File: config.mk
export PLATFORM = sky130hd
export DESIGN_NAME = wrapped_encoder_pd_motor_step_core
export DESIGN_NICKNAME = d
export VERILOG_FILES = /design/src/wepms_pkg.sv /design/src/wepms_digit_mul.sv /design/src/wrapped_encoder_pd_motor_step_core.sv
export SDC_FILE = /design/constraint.sdc
export NUM_CORES = 2
export LEC_CHECK = 0
export ABC_AREA = 1
export BUFFER_PORTS_ARGS = -buffer_cell sky130_fd_sc_hd__buf_4
export CAP_MARGIN = 20
export CORE_MARGIN = 1.5
export CORE_UTILIZATION = 65
export DETAILED_ROUTE_END_ITERATION = 10
export GPL_TIMING_DRIVEN = 0
export PLACE_DENSITY = 0.94
export SETUP_SLACK_MARGIN = 0.5
export SYNTH_ARGS = -nofsm -noshare
export SYNTH_HDL_FRONTEND = slang
export SYNTH_HIERARCHICAL = 1
export SYNTH_SLANG_ARGS = --single-unit
File: constraint.sdc
create_clock -name clk -period 5.7 [get_ports clk]
set_input_delay 0.57 -clock clk [delete_from_list [all_inputs] [get_ports clk]]
set_output_delay 0.57 -clock clk [all_outputs]
set_load 0.05 [all_outputs]
File: src/wepms_pkg.sv
// Shared types and constants of the wrapped-encoder motor position controller.
`default_nettype none

package wepms_pkg;

	localparam int POS_W       = 12;
	localparam int GAIN_W      = 16;
	localparam int DUTY_W      = 17;
	localparam int DIGIT_W     = 4;
	localparam int DIGITS      = GAIN_W / DIGIT_W;
	localparam int CNT_W       = $clog2(DIGITS);
	localparam int INTEG_W     = 40;
	localparam int CMP_W       = 11;
	localparam int CFG_IDX_W   = 3;
	localparam int CFG_W       = 17;
	localparam int MIN_ERROR   = 5;
	localparam int Q16_SHIFT   = 16;
	localparam int PWM_C_W     = 16;
	localparam int IN_TDATA_W  = 32;
	localparam int OUT_TDATA_W = 16;

	localparam logic [DUTY_W-1:0] Q16_FULL = 17'h10000;

	localparam logic [CFG_IDX_W-1:0] CFG_PROP_GAIN  = 3'd0;
	localparam logic [CFG_IDX_W-1:0] CFG_DERIV_GAIN = 3'd1;
	localparam logic [CFG_IDX_W-1:0] CFG_INTEG_STEP = 3'd2;
	localparam logic [CFG_IDX_W-1:0] CFG_MAX_DUTY   = 3'd3;
	localparam logic [CFG_IDX_W-1:0] CFG_MIN_DUTY   = 3'd4;

	typedef enum logic [2:0] {
		S_IDLE,
		S_PREP,
		S_MUL,
		S_INTEG,
		S_DRIVE,
		S_MAG,
		S_SCALE
	} state_t;

	typedef struct packed {
		logic load;
		logic step;
	} mul_ctl_t;

endpackage

`default_nettype wire

File: src/wepms_digit_mul.sv
// Digit-serial signed by unsigned multiplier, four gain bits per cycle while step is high, most significant first.
`default_nettype none

module wepms_digit_mul #(
	parameter int MCAND_W = 14
) (
	input  wire logic                                          clk,
	input  wire wepms_pkg::mul_ctl_t                           ctl,
	input  wire logic signed [MCAND_W-1:0]                     mcand,
	input  wire logic        [wepms_pkg::GAIN_W-1:0]           mplr,
	output logic      signed [MCAND_W+wepms_pkg::GAIN_W-1:0]   product
);

	localparam int PROD_W = MCAND_W + wepms_pkg::GAIN_W;

	logic signed [MCAND_W-1:0]                   mcand_q;
	logic        [wepms_pkg::GAIN_W-1:0]         mplr_q;
	logic signed [PROD_W-1:0]                    acc_q;
	logic        [wepms_pkg::DIGIT_W-1:0]        digit;
	logic signed [MCAND_W+wepms_pkg::DIGIT_W:0]  partial;

	assign digit   = mplr_q[wepms_pkg::GAIN_W-1 -: wepms_pkg::DIGIT_W];
	assign partial = mcand_q * $signed({1'b0, digit});
	assign product = acc_q;

	// The accumulator always holds mcand times the gain digits consumed so far.
	always_ff @(posedge clk) begin
		if (ctl.load) begin
			mcand_q <= mcand;
			mplr_q  <= mplr;
			acc_q   <= '0;
		end else if (ctl.step) begin
			mplr_q <= mplr_q << wepms_pkg::DIGIT_W;
			acc_q  <= (acc_q <<< wepms_pkg::DIGIT_W) + PROD_W'(partial);
		end
	end

endmodule

`default_nettype wire

File: src/wrapped_encoder_pd_motor_step_core.sv
// An accepted input beat passes through PREP, the MUL digit steps, INTEG, DRIVE, MAG and SCALE;
// the MUL steps form the digit-serial gain products (16-bit gains taken 4 bits per cycle),
// then four narrow sum, saturate and scale steps follow. A new input is taken only back in IDLE.
// One item is in flight at a time; a finished result waits in the output register.
// Reset clears the position and integral state, loads the register defaults
// (integ_step 1, max_duty full scale, others 0) and empties the output register.
`default_nettype none

module wrapped_encoder_pd_motor_step_core #(
	parameter int COUNTS_PER_REV = 4096,
	parameter int PWM_MAX_COUNT  = 1024
) (
	input  wire logic                                   clk,
	input  wire logic                                   arst_n,
	input  wire logic                                   s_axis_tvalid,
	output logic                                        s_axis_tready,
	// [11:0] measured_position, [23:12] target_position, [24] drive_enabled, rest zero
	input  wire logic [wepms_pkg::IN_TDATA_W-1:0]       s_axis_tdata,
	output logic                                        m_axis_tvalid,
	input  wire logic                                   m_axis_tready,
	// [10:0] compare_value, [11] direction_forward, rest zero
	output logic      [wepms_pkg::OUT_TDATA_W-1:0]      m_axis_tdata,
	input  wire logic                                   cfg_we,
	input  wire logic [wepms_pkg::CFG_IDX_W-1:0]        cfg_index,
	input  wire logic [wepms_pkg::CFG_W-1:0]            cfg_data
);

	localparam int POS_W   = wepms_pkg::POS_W;
	localparam int GAIN_W  = wepms_pkg::GAIN_W;
	localparam int DUTY_W  = wepms_pkg::DUTY_W;
	localparam int INTEG_W = wepms_pkg::INTEG_W;
	localparam int DIFF_W  = $clog2(COUNTS_PER_REV + (1 << POS_W)) + 1;
	localparam int PROD_W  = DIFF_W + GAIN_W;
	localparam int PD_W    = PROD_W + 1;
	localparam int SUM_W   = (PROD_W > INTEG_W ? PROD_W : INTEG_W) + 1;
	localparam int DRV_W   = (PD_W > INTEG_W ? PD_W : INTEG_W) + 1;
	localparam int SCL_W   = DUTY_W + wepms_pkg::PWM_C_W;
	localparam int PAD_W   = wepms_pkg::OUT_TDATA_W - wepms_pkg::CMP_W - 1;

	localparam logic signed [DIFF_W-1:0] REV_S  = DIFF_W'(COUNTS_PER_REV);
	localparam logic signed [DIFF_W-1:0] QTR_S  = DIFF_W'(COUNTS_PER_REV / 4);
	localparam logic signed [DIFF_W-1:0] HALF_S = DIFF_W'(COUNTS_PER_REV / 2);
	localparam logic signed [DIFF_W-1:0] TOPQ_S = DIFF_W'(COUNTS_PER_REV - COUNTS_PER_REV / 4);
	localparam logic signed [DIFF_W-1:0] MINE_S = DIFF_W'(wepms_pkg::MIN_ERROR);
	localparam logic [wepms_pkg::PWM_C_W-1:0] PWM_C = wepms_pkg::PWM_C_W'(PWM_MAX_COUNT);

	wepms_pkg::state_t state_q, state_d;
	wepms_pkg::mul_ctl_t mul_ctl;

	logic [GAIN_W-1:0] prop_gain_q, deriv_gain_q, integ_step_q;
	logic [DUTY_W-1:0] max_duty_q, min_duty_q;

	logic        [POS_W-1:0]   last_pos_q, now_q, goal_q;
	logic                      en_q;
	logic signed [INTEG_W-1:0] integral_q;
	logic                      cond_q;
	logic [wepms_pkg::CNT_W-1:0] cnt_q;
	logic signed [PD_W-1:0]    pd_q;
	logic signed [DRV_W-1:0]   drive_q;
	logic        [DUTY_W-1:0]  mag_q;
	logic                      neg_q;
	logic [wepms_pkg::CMP_W-1:0] cmp_q;
	logic                      fwd_q;
	logic                      out_valid_q;
	logic                      out_load;

	logic signed [DIFF_W-1:0] now_s, before_s, goal_s, diff_s, speed_s, err_s, abs_err_s;
	logic                     cross_up, cross_down;
	logic signed [PROD_W-1:0] p_prod, d_prod, i_prod;
	logic signed [SUM_W-1:0]  isum;
	logic signed [INTEG_W-1:0] isat;
	logic                     isum_ovf;
	logic        [DRV_W-1:0]  drive_abs;
	logic        [DUTY_W-1:0] cap, clamped;
	logic        [SCL_W-1:0]  scaled;

	// Configuration writes.
	always_ff @(posedge clk or negedge arst_n) begin
		if (!arst_n) begin
			prop_gain_q  <= '0;
			deriv_gain_q <= '0;
			integ_step_q <= GAIN_W'(1);
			max_duty_q   <= wepms_pkg::Q16_FULL;
			min_duty_q   <= '0;
		end else if (cfg_we) begin
			unique case (cfg_index)
				wepms_pkg::CFG_PROP_GAIN:  prop_gain_q  <= cfg_data[GAIN_W-1:0];
				wepms_pkg::CFG_DERIV_GAIN: deriv_gain_q <= cfg_data[GAIN_W-1:0];
				wepms_pkg::CFG_INTEG_STEP: integ_step_q <= cfg_data[GAIN_W-1:0];
				wepms_pkg::CFG_MAX_DUTY:   max_duty_q   <= cfg_data[DUTY_W-1:0];
				wepms_pkg::CFG_MIN_DUTY:   min_duty_q   <= cfg_data[DUTY_W-1:0];
				default: ;
			endcase
		end
	end

	// Wrap-corrected speed and shortest signed error.
	always_comb begin
		now_s      = $signed(DIFF_W'(now_q));
		before_s   = $signed(DIFF_W'(last_pos_q));
		goal_s     = $signed(DIFF_W'(goal_q));
		cross_up   = (before_s > TOPQ_S) && (now_s < QTR_S);
		cross_down = (now_s > TOPQ_S) && (before_s < QTR_S);
		if (cross_up)
			speed_s = REV_S - before_s + now_s;
		else if (cross_down)
			speed_s = now_s - before_s - REV_S;
		else
			speed_s = now_s - before_s;
		diff_s = goal_s - now_s;
		if (diff_s > HALF_S)
			err_s = diff_s - REV_S;
		else if (diff_s < -HALF_S)
			err_s = diff_s + REV_S;
		else
			err_s = diff_s;
		abs_err_s = (err_s < 0) ? -err_s : err_s;
	end

	wepms_digit_mul #(.MCAND_W(DIFF_W)) u_prop_mul (
		.clk(clk), .ctl(mul_ctl), .mcand(err_s), .mplr(prop_gain_q), .product(p_prod)
	);

	wepms_digit_mul #(.MCAND_W(DIFF_W)) u_deriv_mul (
		.clk(clk), .ctl(mul_ctl), .mcand(speed_s), .mplr(deriv_gain_q), .product(d_prod)
	);

	wepms_digit_mul #(.MCAND_W(DIFF_W)) u_integ_mul (
		.clk(clk), .ctl(mul_ctl), .mcand(err_s), .mplr(integ_step_q), .product(i_prod)
	);

	// Integral saturation and output scaling.
	always_comb begin
		isum     = SUM_W'(integral_q) + SUM_W'(i_prod);
		isum_ovf = !((&isum[SUM_W-1:INTEG_W-1]) || !(|isum[SUM_W-1:INTEG_W-1]));
		if (isum_ovf)
			isat = isum[SUM_W-1] ? {1'b1, {(INTEG_W-1){1'b0}}} : {1'b0, {(INTEG_W-1){1'b1}}};
		else
			isat = isum[INTEG_W-1:0];
		drive_abs = (drive_q < 0) ? DRV_W'(-drive_q) : DRV_W'(drive_q);
		cap       = (max_duty_q > wepms_pkg::Q16_FULL) ? wepms_pkg::Q16_FULL : max_duty_q;
		clamped   = (drive_abs > DRV_W'(cap)) ? cap : drive_abs[DUTY_W-1:0];
		scaled    = SCL_W'(mag_q) * SCL_W'(PWM_C);
	end

	// Datapath registers.
	always_ff @(posedge clk or negedge arst_n) begin
		if (!arst_n) begin
			last_pos_q <= '0;
			integral_q <= '0;
			cnt_q      <= '0;
		end else begin
			if (state_q == wepms_pkg::S_PREP)
				last_pos_q <= now_q;
			if (state_q == wepms_pkg::S_INTEG)
				integral_q <= cond_q ? isat : '0;
			if (state_q == wepms_pkg::S_MUL)
				cnt_q <= cnt_q + 1'b1;
			else
				cnt_q <= '0;
		end
	end

	always_ff @(posedge clk) begin
		if (s_axis_tvalid && s_axis_tready) begin
			now_q  <= s_axis_tdata[POS_W-1:0];
			goal_q <= s_axis_tdata[2*POS_W-1:POS_W];
			en_q   <= s_axis_tdata[2*POS_W];
		end
		if (state_q == wepms_pkg::S_PREP)
			cond_q <= (abs_err_s > MINE_S) && (speed_s == '0);
		if (state_q == wepms_pkg::S_INTEG)
			pd_q <= PD_W'(p_prod) - PD_W'(d_prod);
		// The integral register already holds this tick's updated value here.
		if (state_q == wepms_pkg::S_DRIVE)
			drive_q <= en_q ? DRV_W'(pd_q) + DRV_W'(integral_q) : '0;
		if (state_q == wepms_pkg::S_MAG) begin
			mag_q <= (clamped > min_duty_q) ? clamped : '0;
			neg_q <= drive_q < 0;
		end
		if (out_load) begin
			cmp_q <= scaled[wepms_pkg::Q16_SHIFT +: wepms_pkg::CMP_W];
			fwd_q <= !neg_q;
		end
	end

	// Output register: holds a result beat until the sink takes it.
	always_ff @(posedge clk or negedge arst_n) begin
		if (!arst_n)
			out_valid_q <= 1'b0;
		else if (out_load)
			out_valid_q <= 1'b1;
		else if (m_axis_tready)
			out_valid_q <= 1'b0;
	end

	always_ff @(posedge clk or negedge arst_n) begin
		if (!arst_n)
			state_q <= wepms_pkg::S_IDLE;
		else
			state_q <= state_d;
	end

	always_comb begin
		state_d = state_q;
		unique case (state_q)
			wepms_pkg::S_IDLE:  if (s_axis_tvalid) state_d = wepms_pkg::S_PREP;
			wepms_pkg::S_PREP:  state_d = wepms_pkg::S_MUL;
			wepms_pkg::S_MUL: begin
				if (cnt_q == wepms_pkg::CNT_W'(wepms_pkg::DIGITS - 1))
					state_d = wepms_pkg::S_INTEG;
			end
			wepms_pkg::S_INTEG: state_d = wepms_pkg::S_DRIVE;
			wepms_pkg::S_DRIVE: state_d = wepms_pkg::S_MAG;
			wepms_pkg::S_MAG:   state_d = wepms_pkg::S_SCALE;
			wepms_pkg::S_SCALE: if (!out_valid_q || m_axis_tready) state_d = wepms_pkg::S_IDLE;
			default:            state_d = wepms_pkg::S_IDLE;
		endcase
	end

	always_comb begin
		s_axis_tready = 1'b0;
		mul_ctl       = '0;
		out_load      = 1'b0;
		unique case (state_q)
			wepms_pkg::S_IDLE:  s_axis_tready = 1'b1;
			wepms_pkg::S_PREP:  mul_ctl.load  = 1'b1;
			wepms_pkg::S_MUL:   mul_ctl.step  = 1'b1;
			wepms_pkg::S_SCALE: out_load      = !out_valid_q || m_axis_tready;
			default: ;
		endcase
	end

	assign m_axis_tvalid = out_valid_q;
	assign m_axis_tdata  = {{PAD_W{1'b0}}, fwd_q, cmp_q};

endmodule

`default_nettype wire

==> metrics <==
DR vias/cell=5.72; Yosys top cell area share=15.6%; CTS tree=built; nets=6471; max frequency=200 MHz; RSZ-0062 raised after global routing=false; Tcrit/Tclk final=87.7%; Worst Path Required=6.08 ns; gr usage total=36.3%; Post-Syn Area=40900 um2; Final Hold Fails=0; CP Max Fanout=10; area of the die=64400 um2; CP Capture Type=register; async set-reset flop share out of synthesis=31.7%; # clock sinks=442; deepest clock path buffer count=3; Placement Setup Slack=-0.0276 ns; DPL Wire Length=90500 um; Main synth FF type=edfxtp_1; drt initial violations=4401; routed wire length per instance=17.4 um; routed via count=38526; grt ovf=0; DRC=0; Most common cell on crit path=nor2_1; total core area=61900 um2; Final setup viols=0; Post-DRT Antenna Nets=0; vias in the first global route=36951; Post-synth top cells=nand2_1 (1619), inv_1 (1220), nor2_1 (447); Yosys reg bits=442; ant diodes=0; Avg Cell Area, Syn=7.14 um2; CTS root buffer=clkbuf_16; clk slew on worst S/H paths=0.06 ns; PortBufs=63; crit path max-delay cell type=edfxtp_1; num ports=75; Initial Util=66.0%; CP Launch Type=register; status=complete, no violations; initial antenna violation count=2; largest net degree at the start of global routing=87; Skew-Pair Late Insertion Delay=0.63 ns; Syn. warnings=6; most common cell in the netlist=nand2_1; final wirelength=117000 um; Seq/Total Area, Yosys=28.6%; GPL Wtd Cong=1.00; die extent in y=254 um; Layout Skew=0.0290 ns; Tmin final=5.00 ns; first-pass GRT wire length=185000 um; Max Cap Viol=0; type of the worst min-delay path=primary input to register; Die W=254 um; share of post-route cells with drive strength above 1=6.30%; H-tree levels=2; critical path's largest stage delay=0.41 ns; worst relative slew slack=27.3%; WP data arrival=5.38 ns; Synth Instances=5727; final max-slew violation count=0; Post-synth EDFFs=212; final worst setup slack=0.699 ns; DRT Pass-1 Iters=9; Area Overhead vs Synth=8.59%; Least-Margin Pin Slew=1.09 ns; cts bufs inserted=49; dominant cell type by area after synthesis=edfxtp_1; largest cells by area after synthesis=edfxtp_1 (16%), nand2_1 (15%), inv_1 (11%); CP Class=register to register; Synth cell types=64; # rows=91
[cell type report]
type / count / area (um2)
Timing Repair Buffer: 81 / 681
Clock inverter: 26 / 285
Tap cell: 837 / 1050
Sequential cell: 442 / 11700
Multi-Input combinational cell: 3947 / 24200
Fill cell: 4658 / 17600
Clock buffer: 66 / 1350
Inverter: 1244 / 4670
Buffer: 97 / 514
[final timing paths]
check                           startpoint        endpoint  slack, ns  depth (start not counted)
min reg2reg                      mag_q[16]       cmp_q[10]       0.41                          0
max                            drive_q[40]       mag_q[14]       0.70                         32
min in group asynchronous           arst_n   last_pos_q[5]       0.50                          2
max reg2reg                    drive_q[40]       mag_q[14]       0.70                         32
min                        s_axis_tdata[1]        now_q[1]       0.12                          1
max in group asynchronous           arst_n  integral_q[37]       4.32                          3
[routing by layer]
layer / track usage, % / part of all wire (%) / wire length [um] / vias up
met5: 0 / 0.011 / 13 / -
met4: 17.4 / 5.4 / 6400 / 2
met1: 45.0 / 38 / 44100 / 17702
met3: 6.35 / 9.7 / 11400 / 494
li1: - / - / - / 18146
met2: 61.5 / 47 / 55500 / 2182
[kinds of logic after synthesis]
| logic type | Yosys count | share of synthesized area [%] |
|---|---|---|
| AO/OA/AOI/OAI | 672 | 8.94 |
| XOR/XNOR | 115 | 2.51 |
| adder cells (fa/ha/maj) | 552 | 20.6 |
| buffers and inverters | 1341 | 12.6 |
| flip-flops | 442 | 28.6 |
| other | 1 | 0.00918 |
| AND/OR/NAND/NOR | 2604 | 26.8 |
[cell usage in the layout (no fill, tap or decap), types with 24 or more instances in the layout]
| cell type | synthesis | layout |
|---|---|---|
| dfxtp_1 | 90 | 90 |
| nand3_2 | 27 | 29 |
| inv_1 | 1220 | 1218 |
| o21ai_0 | 252 | 248 |
| a21oi_1 | 258 | 258 |
| o21ai_1 | 33 | 36 |
| xnor2_1 | 42 | 42 |
| nor2_1 | 447 | 445 |
| inv_2 | 22 | 24 |
| xor2_1 | 72 | 71 |
| clkbuf_1 | 54 | 62 |
| fa_1 | 200 | 200 |
| nand4_1 | 54 | 54 |
| ha_1 | 352 | 351 |
| buf_4 | 11 | 85 |
| a31oi_1 | 25 | 25 |
| clkbuf_16 | 0 | 50 |
| nand2_1 | 1619 | 1617 |
| nand3_1 | 285 | 283 |
| nor2_2 | 36 | 35 |
| edfxtp_1 | 212 | 212 |
| nand2_2 | 34 | 36 |
| dfrtp_1 | 138 | 138 |
| nor3_1 | 39 | 38 |
[state kept, by name, summed over array words and instances, names as in the netlist, 17 cells and up]
register             count
drive_q                 41
integral_q              40
max_duty_q              17
min_duty_q              17
pd_q                    31
u_deriv_mul/product     30
u_integ_mul/product     30
u_prop_mul/product      30
[repair_timing]
action | 4_1_cts | 5_1_grt
endpoints found under the setup margin | 11 | 11
gates resized for setup | 9 | 33
gates cloned | 0 | 1
hold buffers | 1 | 0
pin swaps | 0 | 9
endpoints found under the hold margin | 54 | 0
buffers inserted | 0 | 9
[worst max-delay path, delay by kind of cell, from the launching register on]
family,cells,cell delay [ns]
flops,1,0.41
compound gates,10,1.49
simple gates,12,1.01
buf+inv,7,1.07
xor+xnor,1,0.16
fa+ha+maj,2,0.60
[through the flow]
step | hold slack (ns) | cells | utilization [%] | cell area [um2] | TNS [ns]
floorplan | 0.274 | 5730 | - | 40900 | 0
global placement | 0.403 | 6630 | 68.4 | 42400 | -1.99
detailed placement | 0.405 | 6636 | 68.7 | 42500 | -0.117
CTS | 0.0985 | 6729 | 71.3 | 44200 | 0
global route | 0.102 | 6740 | 71.6 | 44400 | 0
finish | 0.120 | 6740 | 71.6 | 44400 | 0
Power is left out: the tool's default activity adds up to more than one toggle a clock period on the data nets, which glitch-free logic cannot reach.
